## src/bsd_pkg.sv

```systemverilog
package bsd_pkg;

    localparam int NUM_STEPS_DEFAULT = 16;
    localparam int LEVEL_W           = 8;
    localparam int ACTION_W          = 2;
    localparam int STEP_NOW_W        = 5;
    // Rounding bias for level * steps / 255 (half of the divisor, rounded down).
    localparam int ROUND_BIAS        = 127;
    localparam int UPC_W             = 3;

    typedef logic [UPC_W-1:0] upc_t;

    typedef enum logic [ACTION_W-1:0] {
        ACT_OFF   = 2'd0,
        ACT_START = 2'd1,
        ACT_PULSE = 2'd2
    } action_t;

    typedef enum logic [2:0] {
        COND_ALWAYS,
        COND_NO_INPUT,
        COND_SAME,
        COND_TGT_NZ,
        COND_CUR_NZ,
        COND_CNT_ZERO,
        COND_CNT_MORE
    } cond_t;

    typedef enum logic [1:0] {
        CUR_HOLD,
        CUR_ZERO,
        CUR_FULL,
        CUR_DEC
    } cur_op_t;

    typedef enum logic [1:0] {
        CNT_HOLD,
        CNT_LOAD,
        CNT_DEC
    } cnt_op_t;

    // Microcode addresses.
    localparam upc_t UA_WAIT   = 3'd0;
    localparam upc_t UA_SAME   = 3'd1;
    localparam upc_t UA_OFFCHK = 3'd2;
    localparam upc_t UA_OFF    = 3'd3;
    localparam upc_t UA_LOAD   = 3'd4;
    localparam upc_t UA_START  = 3'd5;
    localparam upc_t UA_LOOP   = 3'd6;
    localparam upc_t UA_PULSE  = 3'd7;

    typedef struct packed {
        cond_t   cond;
        upc_t    jmp;
        logic    accept;
        logic    emit;
        action_t act;
        cur_op_t cur_op;
        cnt_op_t cnt_op;
    } ucode_t;

    typedef struct packed {
        ucode_t uc;
        logic   go;
    } ctl_t;

    typedef struct packed {
        logic same;
        logic tgt_nz;
        logic cur_nz;
        logic cnt_zero;
        logic cnt_more;
        logic out_free;
    } stat_t;

    // The control program. When the condition holds the sequencer jumps,
    // otherwise it moves to the next address (the last address wraps to the
    // wait step).
    function automatic ucode_t ucode_rom(input upc_t addr);
        ucode_t w;
        w = '{cond: COND_ALWAYS, jmp: UA_WAIT, accept: 1'b0, emit: 1'b0,
              act: ACT_OFF, cur_op: CUR_HOLD, cnt_op: CNT_HOLD};
        unique case (addr)
            UA_WAIT: begin
                w.cond   = COND_NO_INPUT;
                w.jmp    = UA_WAIT;
                w.accept = 1'b1;
            end
            UA_SAME: begin
                w.cond = COND_SAME;
                w.jmp  = UA_WAIT;
            end
            UA_OFFCHK: begin
                w.cond = COND_TGT_NZ;
                w.jmp  = UA_LOAD;
            end
            UA_OFF: begin
                w.cond   = COND_ALWAYS;
                w.jmp    = UA_WAIT;
                w.emit   = 1'b1;
                w.act    = ACT_OFF;
                w.cur_op = CUR_ZERO;
            end
            UA_LOAD: begin
                w.cond   = COND_CUR_NZ;
                w.jmp    = UA_LOOP;
                w.cnt_op = CNT_LOAD;
            end
            UA_START: begin
                w.cond   = COND_CNT_ZERO;
                w.jmp    = UA_WAIT;
                w.emit   = 1'b1;
                w.act    = ACT_START;
                w.cur_op = CUR_FULL;
            end
            UA_LOOP: begin
                w.cond = COND_CNT_ZERO;
                w.jmp  = UA_WAIT;
            end
            UA_PULSE: begin
                w.cond   = COND_CNT_MORE;
                w.jmp    = UA_PULSE;
                w.emit   = 1'b1;
                w.act    = ACT_PULSE;
                w.cur_op = CUR_DEC;
                w.cnt_op = CNT_DEC;
            end
        endcase
        return w;
    endfunction

endpackage

```

## src/backlight_step_dimmer.sv

```systemverilog
// Backlight step dimmer for a single-wire, pulse-count backlight driver.
// The input channel (s_valid, s_ready, s_level) carries one brightness
// request per transaction, 0 for off up to 255 for full. The request is
// rounded to a step from 0 to NUM_STEPS and compared with the step the
// driver holds now. The result channel (m_valid, m_ready, m_action,
// m_step_now, m_last) carries one pin action per transaction: drive low and
// hold (off), drive high (start), or one low-high pulse that moves the
// driver down one step. m_last marks the final action of a request; an
// unchanged step produces no transactions at all.
// A small microcode program steps through each request, one control word
// per cycle while no emitting step waits on the output register. An
// unchanged request ends after the compare step, an off request after the
// off action; otherwise the program loads the pulse count, emits a start
// when the light is off, then the pulses. The next request is taken only
// back on the wait step. The pulse step issues one action per cycle while
// the output register is free.
// Reset (aresetn low at a clock edge) returns the sequencer to its wait
// step, empties the output register and records the light as off.
// When the receiver stalls, the pending action holds in the output register
// and the program waits on its emitting step; no action is lost or repeated.
module backlight_step_dimmer #(
    parameter int NUM_STEPS = bsd_pkg::NUM_STEPS_DEFAULT
) (
    input  logic                             aclk,
    input  logic                             aresetn,
    input  logic                             s_valid,
    output logic                             s_ready,
    input  logic [bsd_pkg::LEVEL_W-1:0]      s_level,
    output logic                             m_valid,
    input  logic                             m_ready,
    output logic [bsd_pkg::ACTION_W-1:0]     m_action,
    output logic [bsd_pkg::STEP_NOW_W-1:0]   m_step_now,
    output logic                             m_last
);

    bsd_pkg::ctl_t  ctl;
    bsd_pkg::stat_t stat;

    // The sequencer owns the program counter and the control store.
    bsd_sequencer u_seq (
        .aclk    (aclk),
        .aresetn (aresetn),
        .s_valid (s_valid),
        .stat    (stat),
        .ctl     (ctl)
    );

    // The datapath holds the target, the current step, the pulse count and
    // the output register that decouples the two channels.
    bsd_datapath #(
        .NUM_STEPS (NUM_STEPS)
    ) u_dp (
        .aclk       (aclk),
        .aresetn    (aresetn),
        .s_valid    (s_valid),
        .s_level    (s_level),
        .ctl        (ctl),
        .stat       (stat),
        .m_valid    (m_valid),
        .m_ready    (m_ready),
        .m_action   (m_action),
        .m_step_now (m_step_now),
        .m_last     (m_last)
    );

    // A new request is taken only on the wait step of the program, and
    // never while reset is held.
    assign s_ready = ctl.uc.accept && aresetn;

endmodule

```

## src/bsd_sequencer.sv

```systemverilog
module bsd_sequencer (
    input  logic           aclk,
    input  logic           aresetn,
    input  logic           s_valid,
    input  bsd_pkg::stat_t stat,
    output bsd_pkg::ctl_t  ctl
);

    bsd_pkg::upc_t   upc_reg;
    bsd_pkg::upc_t   upc_next;
    bsd_pkg::ucode_t word;
    logic            cond_true;
    logic            go;

    assign word = bsd_pkg::ucode_rom(upc_reg);

    always_comb begin
        unique case (word.cond)
            bsd_pkg::COND_ALWAYS:   cond_true = 1'b1;
            bsd_pkg::COND_NO_INPUT: cond_true = !s_valid;
            bsd_pkg::COND_SAME:     cond_true = stat.same;
            bsd_pkg::COND_TGT_NZ:   cond_true = stat.tgt_nz;
            bsd_pkg::COND_CUR_NZ:   cond_true = stat.cur_nz;
            bsd_pkg::COND_CNT_ZERO: cond_true = stat.cnt_zero;
            bsd_pkg::COND_CNT_MORE: cond_true = stat.cnt_more;
            default:                cond_true = 1'b1;
        endcase
    end

    // An emitting step holds until the output register can take the result.
    assign go = !word.emit || stat.out_free;

    always_comb begin
        upc_next = upc_reg;
        if (go) begin
            upc_next = cond_true ? word.jmp : upc_reg + bsd_pkg::upc_t'(1);
        end
    end

    always_ff @(posedge aclk) begin
        if (!aresetn) begin
            upc_reg <= bsd_pkg::UA_WAIT;
        end else begin
            upc_reg <= upc_next;
        end
    end

    assign ctl.uc = word;
    assign ctl.go = go;

    a_accept_leaves_wait: assert property (@(posedge aclk) disable iff (!aresetn)
        (word.accept && s_valid) |=> (upc_reg == bsd_pkg::UA_SAME))
        else $error("sequencer did not leave the wait step after a transaction");

endmodule

```

## src/bsd_datapath.sv

```systemverilog
module bsd_datapath #(
    parameter int NUM_STEPS = bsd_pkg::NUM_STEPS_DEFAULT
) (
    input  logic                             aclk,
    input  logic                             aresetn,
    input  logic                             s_valid,
    input  logic [bsd_pkg::LEVEL_W-1:0]      s_level,
    input  bsd_pkg::ctl_t                    ctl,
    output bsd_pkg::stat_t                   stat,
    output logic                             m_valid,
    input  logic                             m_ready,
    output logic [bsd_pkg::ACTION_W-1:0]     m_action,
    output logic [bsd_pkg::STEP_NOW_W-1:0]   m_step_now,
    output logic                             m_last
);

    localparam int SW = $clog2(NUM_STEPS + 1);
    localparam int XW = SW + bsd_pkg::LEVEL_W + 1;
    localparam int PW = SW + 1;
    localparam logic [SW-1:0] FULL = SW'(NUM_STEPS);

    logic [SW-1:0] tgt_reg, tgt_next;
    logic [SW-1:0] cur_reg, cur_next;
    logic [SW-1:0] cnt_reg, cnt_next;
    logic          m_valid_reg, m_valid_next;
    logic [bsd_pkg::ACTION_W-1:0]   m_action_reg, m_action_next;
    logic [bsd_pkg::STEP_NOW_W-1:0] m_step_now_reg, m_step_now_next;
    logic          m_last_reg, m_last_next;

    logic [XW-1:0] scaled;
    logic [XW-1:0] quot;
    logic [SW-1:0] tgt_calc;
    logic [SW-1:0] cur_eff;
    logic [SW-1:0] cur_dec;
    logic [PW-1:0] span;
    logic [SW-1:0] pulses;
    logic          fire;
    logic          last_calc;

    // Divide by 255 as (x + (x >> 8) + 1) >> 8, exact for these ranges.
    assign scaled = XW'(s_level) * XW'(NUM_STEPS) + XW'(bsd_pkg::ROUND_BIAS);
    assign quot   = (scaled + (scaled >> bsd_pkg::LEVEL_W) + XW'(1)) >> bsd_pkg::LEVEL_W;
    assign tgt_calc = (quot > XW'(NUM_STEPS)) ? FULL : SW'(quot);

    assign cur_eff = (cur_reg == '0) ? FULL : cur_reg;
    assign span    = PW'(NUM_STEPS) + PW'(cur_eff) - PW'(tgt_reg);
    assign pulses  = (span >= PW'(NUM_STEPS)) ? SW'(span - PW'(NUM_STEPS)) : SW'(span);
    assign cur_dec = (cur_reg <= SW'(1)) ? FULL : cur_reg - SW'(1);

    assign fire = ctl.go && ctl.uc.emit;

    always_comb begin
        tgt_next = tgt_reg;
        if (ctl.uc.accept && s_valid) begin
            tgt_next = tgt_calc;
        end
    end

    always_comb begin
        cur_next = cur_reg;
        if (ctl.go) begin
            unique case (ctl.uc.cur_op)
                bsd_pkg::CUR_HOLD: cur_next = cur_reg;
                bsd_pkg::CUR_ZERO: cur_next = '0;
                bsd_pkg::CUR_FULL: cur_next = FULL;
                bsd_pkg::CUR_DEC:  cur_next = cur_dec;
                default:           cur_next = cur_reg;
            endcase
        end
    end

    always_comb begin
        cnt_next = cnt_reg;
        if (ctl.go) begin
            unique case (ctl.uc.cnt_op)
                bsd_pkg::CNT_HOLD: cnt_next = cnt_reg;
                bsd_pkg::CNT_LOAD: cnt_next = pulses;
                bsd_pkg::CNT_DEC:  cnt_next = cnt_reg - SW'(1);
                default:           cnt_next = cnt_reg;
            endcase
        end
    end

    always_comb begin
        unique case (ctl.uc.act)
            bsd_pkg::ACT_OFF:   last_calc = 1'b1;
            bsd_pkg::ACT_START: last_calc = (cnt_reg == '0);
            bsd_pkg::ACT_PULSE: last_calc = (cnt_reg == SW'(1));
            default:            last_calc = 1'b1;
        endcase
    end

    always_comb begin
        m_valid_next    = m_valid_reg && !m_ready;
        m_action_next   = m_action_reg;
        m_step_now_next = m_step_now_reg;
        m_last_next     = m_last_reg;
        if (fire) begin
            m_valid_next    = 1'b1;
            m_action_next   = ctl.uc.act;
            m_step_now_next = bsd_pkg::STEP_NOW_W'(cur_next);
            m_last_next     = last_calc;
        end
    end

    always_ff @(posedge aclk) begin
        if (!aresetn) begin
            cur_reg     <= '0;
            m_valid_reg <= 1'b0;
        end else begin
            cur_reg     <= cur_next;
            m_valid_reg <= m_valid_next;
        end
    end

    always_ff @(posedge aclk) begin
        tgt_reg        <= tgt_next;
        cnt_reg        <= cnt_next;
        m_action_reg   <= m_action_next;
        m_step_now_reg <= m_step_now_next;
        m_last_reg     <= m_last_next;
    end

    assign stat.same     = (tgt_reg == cur_reg);
    assign stat.tgt_nz   = (tgt_reg != '0);
    assign stat.cur_nz   = (cur_reg != '0);
    assign stat.cnt_zero = (cnt_reg == '0);
    assign stat.cnt_more = (cnt_reg > SW'(1));
    assign stat.out_free = !m_valid_reg || m_ready;

    assign m_valid    = m_valid_reg;
    assign m_action   = m_action_reg;
    assign m_step_now = m_step_now_reg;
    assign m_last     = m_last_reg;

    a_cur_in_range: assert property (@(posedge aclk) disable iff (!aresetn)
        cur_reg <= FULL)
        else $error("current step above the top step");

    a_pulse_needs_count: assert property (@(posedge aclk) disable iff (!aresetn)
        (fire && ctl.uc.act == bsd_pkg::ACT_PULSE) |-> (cnt_reg != '0))
        else $error("pulse emitted with no pulses left");

    a_off_is_final: assert property (@(posedge aclk) disable iff (!aresetn)
        (fire && ctl.uc.act == bsd_pkg::ACT_OFF) |=> (m_last_reg && m_step_now_reg == '0))
        else $error("off action must be final and show step zero");

endmodule

```

## config.mk

```make
export PLATFORM = sky130hd
export DESIGN_NAME = backlight_step_dimmer
export DESIGN_NICKNAME = d
export VERILOG_FILES = /design/src/bsd_pkg.sv /design/src/backlight_step_dimmer.sv /design/src/bsd_sequencer.sv /design/src/bsd_datapath.sv
export SDC_FILE = /design/constraint.sdc
export NUM_CORES = 1
export LEC_CHECK = 0
export ABC_AREA = 1
export BUFFER_PORTS_ARGS = -buffer_cell sky130_fd_sc_hd__clkbuf_2
export CAP_MARGIN = 20
export CELL_PAD_IN_SITES_DETAIL_PLACEMENT = 0
export CELL_PAD_IN_SITES_GLOBAL_PLACEMENT = 1
export CORE_MARGIN = 4
export CORE_UTILIZATION = 45
export DETAILED_ROUTE_END_ITERATION = 16
export PLACE_DENSITY = 0.81
export SLEW_MARGIN = 25
export SYNTH_ARGS = -nofsm -noshare
export SYNTH_HDL_FRONTEND = slang
export SYNTH_SLANG_ARGS = --single-unit
```

## constraint.sdc

```tcl
create_clock -name aclk -period 4.7 [get_ports aclk]
set_clock_uncertainty 0.2 [all_clocks]
set_input_delay 0.47 -clock aclk [delete_from_list [all_inputs] [get_ports aclk]]
set_output_delay 0.47 -clock aclk [all_outputs]
set_load 0.005 [all_outputs]
```

== Word level (Yosys, flattened, before mapping) ==
Cells that the tools add are included.

* Register bits: 27
* Input port bits: 12
* Output and inout bits: 10
* Word-level logic and storage cells: 76

* Multiplexer cells: 14
* Equality and inequality tests: 22
* Add/sub/neg operators: 9
* Reductions and logical operators: 19
* $lt $le $gt $ge: 4

{| class="wikitable"
|+ Operators by type and width
! kind !! count
|-
| 6-bit one-hot mux with 7 select lines || 1
|-
| 3-bit equality test (second input constant) || 7
|-
| 5-bit 2-to-1 mux || 4
|-
| 5-bit one-hot mux with 4 select lines || 1
|-
| 5-bit one-hot mux with 3 select lines || 1
|-
| 14-bit by 1-bit adder with 14-bit output (second input constant) || 1
|-
| 14-bit by 6-bit adder with 14-bit output || 1
|-
| 12-bit by 7-bit adder with 13-bit output (second input constant) || 1
|-
| 3-bit by 2-bit equality test with 1-bit output (second input constant) || 4
|-
| 5-bit zero test || 2
|-
| 5-bit one-hot mux with 2 select lines || 1
|-
| 5-bit nonzero test || 2
|-
| 5-bit by 1-bit subtractor with 5-bit output (second input constant) || 2
|-
| 2-bit equality test (second input constant) || 4
|-
| 5-bit by 5-bit adder with 6-bit output (first input constant) || 1
|-
| 2-bit by 1-bit equality test with 1-bit output (second input constant) || 3
|-
| 3-bit by 1-bit equality test with 1-bit output (second input constant) || 2
|-
| 6-bit by 5-bit greater-or-equal comparator with 1-bit output (second input constant) || 1
|-
| 6-bit by 5-bit > comparator with 1-bit output (second input constant) || 1
|-
| 1-bit one-hot mux with 6 select lines || 1
|-
| 6-bit by 5-bit subtractor with 6-bit output || 1
|-
| 5-bit by 1-bit equality test with 1-bit output (second input constant) || 1
|-
| 5-bit equality test || 1
|-
| 5-bit by 1-bit > comparator with 1-bit output (second input constant) || 1
|-
| other kinds (15) || 23
|}

== Logic depth before layout (Yosys ltp) ==
Gate-level depths: netlist of run 1.

* Word-level depth: 7
* Depth in mapped cells: 15
* Mapped depth without buffers: 15

== Cells and area by module ==
Synthesis of run 1 repeated with hierarchy kept, for this count alone.

* Cells, all modules: 318
* Area total of the unflattened synthesis: 2308.5 um^2

{| class="wikitable"
|+ By module, submodules not included
! module !! instances !! area an instance (um^2) !! sequential area each (um^2) !! cells each
|-
| bsd_datapath || 1 || 1780.5 || 660.6 || 231
|-
| bsd_sequencer || 1 || 520.5 || 60.1 || 85
|-
| backlight_step_dimmer || 1 || 7.5 || 0.0 || 2
|}

== Least setup slack after synthesis of run 1 ==
Ideal clock, no wire load.

* Path type: reg-to-reg
* From: register u_dp.cur_reg[0]
* To: register u_dp.cnt_reg[4], data pin
* Buffers on the path: 0
* Setup time: 0.267 ns
* Period minus slack after synthesis: 2.509 ns
* Data arrival time: 2.042 ns
* Required time: 4.233 ns
* Slack: 2.191 ns
* Stages on the path, launching flop included: 13
* Path through: dfxtp_1 inv_1 ha_1 nand3_1 nand2_1 inv_1 ha_1 ha_1 inv_1 fa_1 o21ai_0 xnor2_1 o31ai_1

* Cells in the longest elaborated chain, start to end: 7
* Elaborated cells on any way between the ends: 8
* Classes of those cells: add/sub: 3; order compare: 1; mux: 3; reduce/logical: 1

{| class="wikitable"
|+ Ends and longest elaborated chain
! element !! line !! RTL
|-
| start: declaration || bsd_datapath.sv:23 || <nowiki>logic [SW-1:0] cur_reg, cur_next;</nowiki>
|-
| start signal: assignment || bsd_datapath.sv:111 || <nowiki>cur_reg <= cur_next;</nowiki>
|-
| 5-bit zero test || bsd_datapath.sv:45 || <nowiki>assign cur_eff = (cur_reg == '0) ? FULL : cur_reg;</nowiki>
|-
| 5-bit 2-to-1 mux (*) || bsd_datapath.sv:45 ||
|-
| 5-bit by 5-bit adder with 6-bit output (*) || bsd_datapath.sv:46 || <nowiki>assign span = PW'(NUM_STEPS) + PW'(cur_eff) - PW'(tgt_reg);</nowiki>
|-
| 6-bit by 5-bit subtractor with 6-bit output (*) || bsd_datapath.sv:46 ||
|-
| 5-bit subtractor / 6-bit by 5-bit greater-or-equal comparator with 1-bit output (equally long branches) || bsd_datapath.sv:47 || <nowiki>assign pulses = (span >= PW'(NUM_STEPS)) ? SW'(span - PW'(NUM_STEPS)) : SW'(span);</nowiki>
|-
| 5-bit 2-to-1 mux (*) || bsd_datapath.sv:47 ||
|-
| 5-bit one-hot mux with 2 select lines (*) || bsd_datapath.sv:75 || <nowiki>unique case (ctl.uc.cnt_op)</nowiki>
|-
| end signal: assignment || bsd_datapath.sv:118 || <nowiki>cnt_reg <= cnt_next;</nowiki>
|-
| end: declaration || bsd_datapath.sv:24 || <nowiki>logic [SW-1:0] cnt_reg, cnt_next;</nowiki>
|}

Mark *: on every way between the ends. The rest lies on a longest branch, timed or not.
A chain may end at the register's enable or synchronous reset.

== Worst setup path in the final report of run 1 ==
Ends and elaborated chain as after synthesis.

==> summary.md, run 1 <==
| Metric | Value |
|---|---|
| Status | finished clean |
| Hold-fix buffers, CTS | 0 |
| Gate Count Post-Synth | 280 |
| Relative slew slack | approximately three fifths |
| Post-synthesis xor/xnor area fraction | 5.72% |
| Synth cell types | 32 |
| Final min period | ~2800 ps |
| Mux contribution to synthesized area | 0% |
| Layout fillers | 440 |
| Wire length of the first global-routing pass | 7380 um |
| Port Buf Inserts | 21 |
| Sequential-to-total area share from yosys stat | 33.6% |
| Post-Synth Adder-Cell Area | 17.3% |
| Worst-margin pin slew | ~620 ps |
| Syn-to-layout area delta | 9.40% |
| Dpl cell area | 2300 um2 |
| Hold Fails Final Rpt | 0 |
| Reg2reg end | u_dp.cnt_reg[4] |
| Pins Over Slew Limit | 0 |
| #FFs+latches synth | 27 |
| CP Data Arrival Time | roughly 2600 ps |
| Worst ir drop on vdd | 180 uV |
| Top post-synthesis cells by area | edfxtp_1, ha_1, nand2_1, dfxtp_1, inv_1 |
| Router iterations before antenna repair | 4 |
| Worst Min Path Start | aresetn |
| HP Class | in2reg |
| Yosys Warn Count | 0 |
| WL final | 4100 um |
| Post-route cell area | 2340 um2 |
| Largest family of logic cells by synthesized area | simple AND/OR/NAND/NOR gates |
| Startpoint types | flop |
| Grt ovf | 0 |
| CP Class | reg2reg |
| Cell Area, Synth | 2140 um2 |
| Final worst path period share | about three fifths |
| WL/cell | 11.6 um |
| Post-synthesis async set-or-reset flop share | 0% |
| Initial Utilization | a little under half |
| Hold Crit Endpoint | u_seq.upc_reg[2] |
| Net count of the finished layout | approximately 340 |
| Total number of vias | between 1500 and 2000 |
| Yosys top cell by area | edfxtp_1 |
| Endpoint class of the critical path | flop |
| Clock tree buffer depth | 2 |
| Post-route ant nets | 0 |
| Synth Area per Inst | 7.65 um2 |
| CTS Root Cell | clkbuf_8 |
| RSZ-0062 raised after global routing | false |
| Largest net degree at the start of global routing | 17 |
| Vias in the first global route | 1678 |
| Complex-gate fraction of the synthesized area | 10.2% |
| Area of the die | approximately 5900 um2 |
| Clock transition at path regs | 100 ps |
| R2R Setup Slk | 1900 ps |
| Worst slack, placed | roughly 1900 ps |
| Worst Hold Path Cells | 3 |
| Top-count cell post-synth | nand2_1 |
| Initial drt markers | 86 |
| PD cells | just over 300 nW/um2 |
| Fmax | 357 MHz |
| EDFF count, synth | 18 |
| Chip height | approximately 77 um |
| Fraction of layout cells with a size suffix above 1 | 14.0% |
| GRT Util Overall | 14.9% |
| Max-capacitance violation count | 0 |
| Post-CTS setup buffers | 0 |
| Worst-Skew Late Latency | roughly 270 ps |
| Final setup margin | around 1900 ps |
| Top cell type's share of synthesized area | 25.2% |
| Die Wd | slightly below 80 um |
| DRC Markers | 0 |
| Post-Syn Nets | 321 |
| Count of final setup violators | 0 |
| Post-Synth Simple-Gate Area | 24.2% |
| Post-DP HPWL | 3400 um |
| Antenna violations before repair | 0 |
| Core Box Area | 4470 um2 |
| Worst r2r src | u_dp.cur_reg[0] |
| Fin util | 52.4% |
| Routability Congestion | 0.819 |
| CP Data Required Time | around 4500 ps |
| Mean number of vias per cell | 4.94 |
| N_diodes | 0 |
| I/O pin count | 22 |
| CTS tree | built |
| Synth top cells by count | nand2_1, inv_1, ha_1, nor2_1 |
| Num CTS Buffers | 3 |
| Crit-path max FO | 5 |
| Reg2Reg Depth | 12 |
| Cts repair resizes | 0 |
| LEAKAGE | 1.19 nW |
| Total negative slack | 0 ps |
| Num Clock Sinks | 27 |
| Post-synth top flop | edfxtp_1 |
| Rows | 24 |
| H-tree levels | 1 |
-- cell type report --
cell class / count / area [um2] / area share (%)
clock buffer: 3 / 41.3 / 1.76
sequential: 27 / 721 / 30.7
inverter: 47 / 176 / 7.52
tap: 52 / 65.1 / 2.77
clock inverter: 1 / 6.26 / 0.267
multi-input combinational: 202 / 1230 / 52.5
timing repair buffer: 21 / 105 / 4.48
-- stage by stage --
step                total power, mW  hold slack, ps  std cells
floorplan                     0.530             304        280
global placement              0.600             338        349
detailed placement            0.600             346        349
CTS                           0.734             250        353
global route                  0.797             270        353
finish                        0.726             255        353
-- layer usage --
| metal | routed length (um) | GRT usage, % | up-vias |
|---|---|---|---|
| met5 | 0 | 0 | - |
| met2 | 1860 | 25.1 | 30 |
| met3 | 151 | 1.99 | 4 |
| li1 | - | - | 942 |
| met4 | 34 | 3.74 | 0 |
| met1 | 2060 | 20.1 | 767 |
-- worst max-delay path by stage --
stage / from / to / cells after the start
global route: u_dp.cur_reg[0] / u_dp.cnt_reg[4] / 12
finish: u_dp.cur_reg[0] / u_dp.cnt_reg[4] / 12
detailed placement: u_dp.cur_reg[0] / u_dp.cnt_reg[4] / 12
floorplan: u_dp.cur_reg[0] / u_dp.cnt_reg[4] / 12
global placement: u_dp.cur_reg[0] / u_dp.cnt_reg[4] / 12
CTS: u_dp.cur_reg[0] / u_dp.cnt_reg[4] / 12
-- cells in the final DEF, fill, tap and decap left out, types with 2 or more instances in the layout --
| master | instances |
|---|---|
| a21boi_0 | 2 |
| nand2_1 | 64 |
| nand3_1 | 18 |
| nor3_1 | 2 |
| clkbuf_8 | 3 |
| a21oi_1 | 16 |
| inv_1 | 37 |
| nor2_1 | 28 |
| dfxtp_1 | 9 |
| inv_2 | 10 |
| xor2_1 | 10 |
| xnor2_1 | 4 |
| o21ai_1 | 2 |
| edfxtp_1 | 18 |
| clkbuf_2 | 21 |
| o21ai_0 | 11 |
| ha_1 | 28 |
| nand2_2 | 2 |
| nor2_2 | 2 |
-- power breakdown --
part / switching (mW) / internal, mW / leakage, nW
registers: 0.0256 / 0.295 / 0.245
logic: 0.170 / 0.103 / 0.917
clock network: 0.0730 / 0.0606 / 0.0260
-- logic make-up (layout without fill, tap and decap cells) --
| family | Yosys count | count (layout) |
|---|---|---|
| and+or+nand+nor | 122 | 122 |
| buffers and inverters | 51 | 72 |
| AOI/OAI and AO/OA | 37 | 37 |
| adders and majority gates | 29 | 29 |
| DFF | 27 | 27 |
| xor gates and xnor gates | 14 | 14 |
-- critical path, cell delays in order (launching register included) --
cell,delay (ps)
dfxtp_1,460
inv_1,130
ha_1,230
nand3_1,160
nand2_1,80
ha_1,180
inv_1,50
ha_1,160
inv_1,60
fa_1,400
o21ai_0,220
xnor2_1,150
o31ai_1,80
Note: power is estimated with default switching activity, not from simulation.
==> run 2: changes to the inputs <==
- CORE_UTILIZATION: 45 -> 39
- PLACE_DENSITY: 0.81 -> 0.74
- clock period: 4.7 -> 2.3 ns (I/O delays scaled with it)
==> summary.md, run 2 (same netlist as run 1, synthesis figures left out) <==
| Metric | Value |
|---|---|
| Status | finished, violations left |
| Failing checks | setup timing |
| Most common cell after layout, fill and taps aside | nand2_1 |
| Total number of vias | 1818 (+4.3%) |
| Top Family by Delay on Critical Path | adder cells |
| Rows | 26 (+8.3%) |
| Final min period | 2370 ps (-431 ps) |
| LEAKAGE | 1.30 nW (+9.4%) |
| Layout fillers | 540 (+23%) |
| Num CTS Buffers | 3 (unchanged) |
| Worst-margin pin slew | 448 ps (-176 ps) |
| Worst ir drop on vdd | 419 uV (+130%) |
| Num Clock Sinks | 27 (unchanged) |
| WL final | 4430 um (+8.0%) |
| Slowest cell delay on critical path | 360 ps (-100 ps) |
| Dpl cell area | 2480 um2 (+7.8%) |
| Hold Worst Slack | 15.5 ps (-239 ps) |
| Endpoint class of the critical path | flop |
| Max-capacitance violation count | 0 (unchanged) |
| CP Data Arrival Time | 2270 ps (-350 ps) |
| N_diodes | 0 (unchanged) |
| Hold Fails Final Rpt | 0 (unchanged) |
| Syn-to-layout area delta | 22.7% |
| Final worst path period share | 103% (+44 points) |
| Fmax | 421 MHz (+18%) |
| GRT Util Overall | 14.4% (-0.45 points) |
| HP Class | in2reg |
| Worst-Skew Late Latency | 270 ps (about the same) |
| CP Buf/Inv Count | 3 (unchanged) |
| Area of the die | 6750 um2 (+14%) |
| Relative slew slack | 70.0% (+12 points) |
| Clock tree buffer depth | 2 (unchanged) |
| Wire length of the first global-routing pass | 7600 um (+3.1%) |
| Post-route ant nets | 0 (unchanged) |
| Initial Utilization | 41.2% (-6.7 points) |
| Final setup margin | -73.6 ps (-1970 ps) |
| PD cells | 590 nW/um2 (+90%) |
| Antenna violations before repair | 0 (unchanged) |
| WL/cell | 11.3 um (-2.5%) |
| H-tree levels | 1 (unchanged) |
| Fin util | 50.5% (-1.9 points) |
| Count of final setup violators | 2 (+2) |
| Port Buf Inserts | 21 (unchanged) |
| Vias in the first global route | 1723 (+2.7%) |
| Fraction of layout cells with a size suffix above 1 | 26.2% (+12 points) |
| DRC Markers | 0 (unchanged) |
| CTS tree | built |
| Core Box Area | 5200 um2 (+16%) |
| Routability Congestion | 0.776 (-5.2%) |
| CP Data Required Time | 2200 ps (-2320 ps) |
| Grt ovf | 0 (unchanged) |
| Initial drt markers | 74 (-14%) |
| Router iterations before antenna repair | 4 (unchanged) |
| Pins Over Slew Limit | 0 (unchanged) |
| CP Class | reg2reg |
| Die Wd | 82.1 um (+6.6%) |
| Commonest cells after routing, fill and taps aside | nand2_1, inv_1, nor2_1, ha_1, clkbuf_2 |
| RSZ-0062 raised after global routing | true |
| Clock transition at path regs | 90 ps (about the same) |
| Crit-path max FO | 3 (-2) |
| Startpoint types | flop |
| Post-DP HPWL | 3690 um (+8.6%) |
| CP Cell Sequence | inv_2 > ha_4 > nand3_4 > nand2_2 > inv_2 > ha_4 > ha_4 > inv_2 > fa_2 > o21ai_2 > xnor2_1 > o31ai_1 |
| CTS Root Cell | clkbuf_8 |
| CP max stage cell | fa_2 |
| Total power after layout | 1.55 mW (+110%) |
| I/O pin count | 22 (unchanged) |
| Chip height | 82.1 um (+6.6%) |
| Largest net degree at the start of global routing | 15 (-2) |
| Post-route cell area | 2630 um2 (+12%) |
| Hold-fix buffers, CTS | 0 (unchanged) |
| Mean number of vias per cell | 4.65 (-5.8%) |
| Net count of the finished layout | 363 (+5.8%) |
==> run 2: per-layer routing <==
metal	track usage [%]	wire, um	up-vias
met4	2.49	27	0
met2	24.2	2070	18
met3	2.82	127	2
met5	0	0	-
li1	-	-	989
met1	19.5	2200	809
==> run 2: final timing paths <==
check	startpoint	end	slack, ps	cells past startpoint
setup / recovery	u_dp.cur_reg[1]	u_dp.cnt_reg[4]	-70	12
hold / removal	aresetn	u_seq.upc_reg[0]	20	3
setup reg to reg	u_dp.cur_reg[1]	u_dp.cnt_reg[4]	-70	12
hold reg to reg	u_seq.upc_reg[0]	u_seq.upc_reg[0]	370	2
==> run 2: layout make-up <==
type	count	area (um2)	area share, %
Timing Repair Buffer	41	255	9.71
Inverter	47	176	6.71
Multi-Input combinational cell	202	1340	50.9
Clock buffer	4	45.0	1.71
Tap cell	70	87.6	3.33
Sequential cell	27	726	27.6
==> run 2: per-stage QoR <==
stage / setup slack (ps) / setup TNS, ps / instances
after detailed placement: -101 / -415 / 384
after CTS: -111 / -111 / 389
after global placement: -69.6 / -69.6 / 384
final: -73.6 / -141 / 391
after floorplan: 3.50 / 0 / 280
after global routing: -205 / -416 / 391
==> run 2: report_power, final <==
group          leakage, nW  total, mW  internal [mW]  switching (mW)
combinational         1.03      0.635          0.255           0.380
clock               0.0228      0.266          0.124           0.142
sequential           0.247      0.649          0.604          0.0450
==> run 2: worst register-to-register path: stages, from the launching register on <==
cell,delay [ps]
dfxtp_2,340
inv_2,70
ha_4,150
nand3_4,80
nand2_2,80
inv_2,40
ha_4,260
ha_4,120
inv_2,40
fa_2,360
o21ai_2,150
xnor2_1,90
o31ai_1,220
==> run 2: repair_timing <==
action / in CTS / in global routing
setup buffers: 1 / 2
pin swaps: 0 / 9
setup endpoints to repair: 10 / 21
gates resized for setup: 3 / 18
==> run 3: changes to the inputs <==
- BUFFER_PORTS_ARGS: -buffer_cell sky130_fd_sc_hd__clkbuf_2 -> -buffer_cell sky130_fd_sc_hd__buf_4
- CORE_ASPECT_RATIO: not set -> 2
==> summary.md, run 3 (same netlist as run 1, synthesis figures left out) <==
| Metric | Value |
|---|---|
| Reg2Reg Depth | 12 (unchanged) |
| Max-capacitance violation count | 0 (unchanged) |
| Worst Hold Path Cells | 3 (unchanged) |
| Fmax | 421 MHz (about the same) |
| Status | finished, violations left |
| Seq pwr share | 40.5% (-1.4 points) |
| Die Wd | 60.4 um (-26%) |
| Grt ovf | 0 (unchanged) |
| H-tree levels | 1 (unchanged) |
| Post-route ant nets | 0 (unchanged) |
| Largest net degree at the start of global routing | 17 (+2) |
| Endpoint class of the critical path | flop |
| Final worst path period share | 103% (about the same) |
| Hold-fix buffers, CTS | 0 (unchanged) |
| Comb power frac | 41.7% (+0.7 points) |
| R2R Setup Slk | -70 ps (about the same) |
| CP Data Arrival Time | 2280 ps (about the same) |
| GRT Util Overall | 15.5% (+1.0 points) |
| Hold Fails Final Rpt | 0 (unchanged) |
| Most common cell after layout, fill and taps aside | nand2_1 |
| Area of the die | 6820 um2 (+1.1%) |
| CTS tree | built |
| P_sw | 610 uW (+7.4%) |
| I/O pin count | 22 (unchanged) |
| Final setup margin | -72.8 ps (+0.735 ps) |
| Count of final setup violators | 1 (-1) |
| DRC Markers | 0 (unchanged) |
| Layout fillers | 538 (-0.37%) |
| Switch share | 38.0% (+1.4 points) |
| CP Data Required Time | 2210 ps (about the same) |
| Vias in the first global route | 1855 (+7.7%) |
| Crit-path max FO | 3 (unchanged) |
| Chip height | 113 um (+37%) |
| Clock tree buffer depth | 2 (unchanged) |
| Failing checks | setup timing |
| WL final | 4880 um (+10%) |
| CTS Root Cell | clkbuf_8 |
| Syn-to-layout area delta | 24.3% |
| Dpl cell area | 2520 um2 (+1.6%) |
| Worst-margin pin slew | 353 ps (-94.6 ps) |
| Total number of vias | 1848 (+1.7%) |
| Worst-Skew Late Latency | 280 ps (about the same) |
| Worst ir drop on vdd | 396 uV (-5.5%) |
| Internal power | 995 uW (+1.2%) |
| LEAKAGE | 1.31 nW (+0.68%) |
| Clk pwr share | 17.8% (+0.6 points) |
| Pins Over Slew Limit | 0 (unchanged) |
| Fraction of layout cells with a size suffix above 1 | 26.3% (+0.082 points) |
| Initial Utilization | 39.9% (-1.3 points) |
| Relative slew slack | 76.3% (+6.3 points) |
| Mean number of vias per cell | 4.86 (+4.6%) |
| Antenna violations before repair | 0 (unchanged) |
| Num Clock Sinks | 27 (unchanged) |
| Port Buf Inserts | 21 (unchanged) |
| Net count of the finished layout | 362 (-0.28%) |
| Initial drt markers | 66 (-11%) |
| Wire length of the first global-routing pass | 8000 um (+5.3%) |
| Post-DP HPWL | 4210 um (+14%) |
| HP Class | in2reg |
| PD cells | 602 nW/um2 (+2.1%) |
| Num CTS Buffers | 3 (unchanged) |
| Startpoint types | flop |
| Clock transition at path regs | 100 ps (about the same) |
| Hold Worst Slack | 11.1 ps (-4.38 ps) |
| RSZ-0062 raised after global routing | true |
| WL/cell | 12.8 um (+14%) |
| Commonest cells after routing, fill and taps aside | nand2_1, buf_4, inv_1, nor2_1, ha_1 |
| Final min period | 2370 ps (-0.735 ps) |
| Router iterations before antenna repair | 4 (unchanged) |
| N_diodes | 0 (unchanged) |
| Rows | 38 (+46%) |
| CP Class | reg2reg |
| Total power after layout | 1.60 mW (+3.5%) |
| Routability Congestion | 0.799 (+3.0%) |
| Core Box Area | 5370 um2 (+3.2%) |
| Post-route cell area | 2670 um2 (+1.4%) |
==> run 3: changes by cell type in the layout (fill, tap and decap cells not counted) <==
cell,delta
buf_4,+20
clkinvlp_4,+1
clkbuf_2,-21
clkbuf_1,-1
==> run 3: cell type report <==
cell class	count	area, um2	share of cell area [%]
inverters	47	176	6.62
clock buffers	3	41.3	1.55
clock inverters	1	7.51	0.282
flip-flops and latches	27	726	27.2
well taps	60	75.1	2.82
multi-input cells	202	1340	50.2
repair buffers	40	300	11.3
==> run 3: routing by layer <==
metal	vias up	GRT usage [%]	part of all wire (%)
met3	8	1.03	2.1
met2	29	32.4	62
li1	977	-	-
met4	0	5.64	2.2
met1	834	13.9	34
met5	-	0	0
==> run 3: power by group through the flow <==
stage	combinational, mW	sequential (mW)	clock (mW)
5_1_grt	0.759	0.655	0.311
4_1_cts	0.631	0.647	0.295
2_1_floorplan	0.438	0.649	0
3_5_place_dp	0.626	0.659	0
3_3_place_gp	0.617	0.656	0
6_report	0.670	0.649	0.286
==> run 3: final timing paths <==
kind	startpoint	end
max	u_dp.cur_reg[1]	u_dp.cnt_reg[4]
min	aresetn	u_seq.upc_reg[0]
max reg2reg	u_dp.cur_reg[1]	u_dp.cnt_reg[4]
min reg2reg	u_seq.upc_reg[0]	u_seq.upc_reg[0]
==> run 3: critical path, cell delays in order, from the launching register on <==
cell	delay [ps]
dfxtp_2	340
inv_2	70
ha_4	150
nand3_4	80
nand2_2	80
inv_2	40
ha_4	260
ha_4	120
inv_2	40
fa_2	370
o21ai_2	150
xnor2_1	80
o31ai_1	230
==> run 3: repair_timing <==
item,CTS,global route
pin swaps,0,10
gates cloned,0,0
buffers inserted,0,2
setup endpoints to repair,5,21
gates resized for setup,1,20
==> run 3: through the flow <==
stage	setup TNS, ps	cells	setup WS (ps)	util, %
2_1_floorplan	0	280	3.50	-
5_1_grt	-258	380	-188	49.6
3_3_place_gp	-47.2	374	-38.6	46.9
6_report	-72.8	380	-72.8	49.6
3_5_place_dp	-92.7	374	-52.7	46.9
4_1_cts	-75.8	378	-75.8	47.9
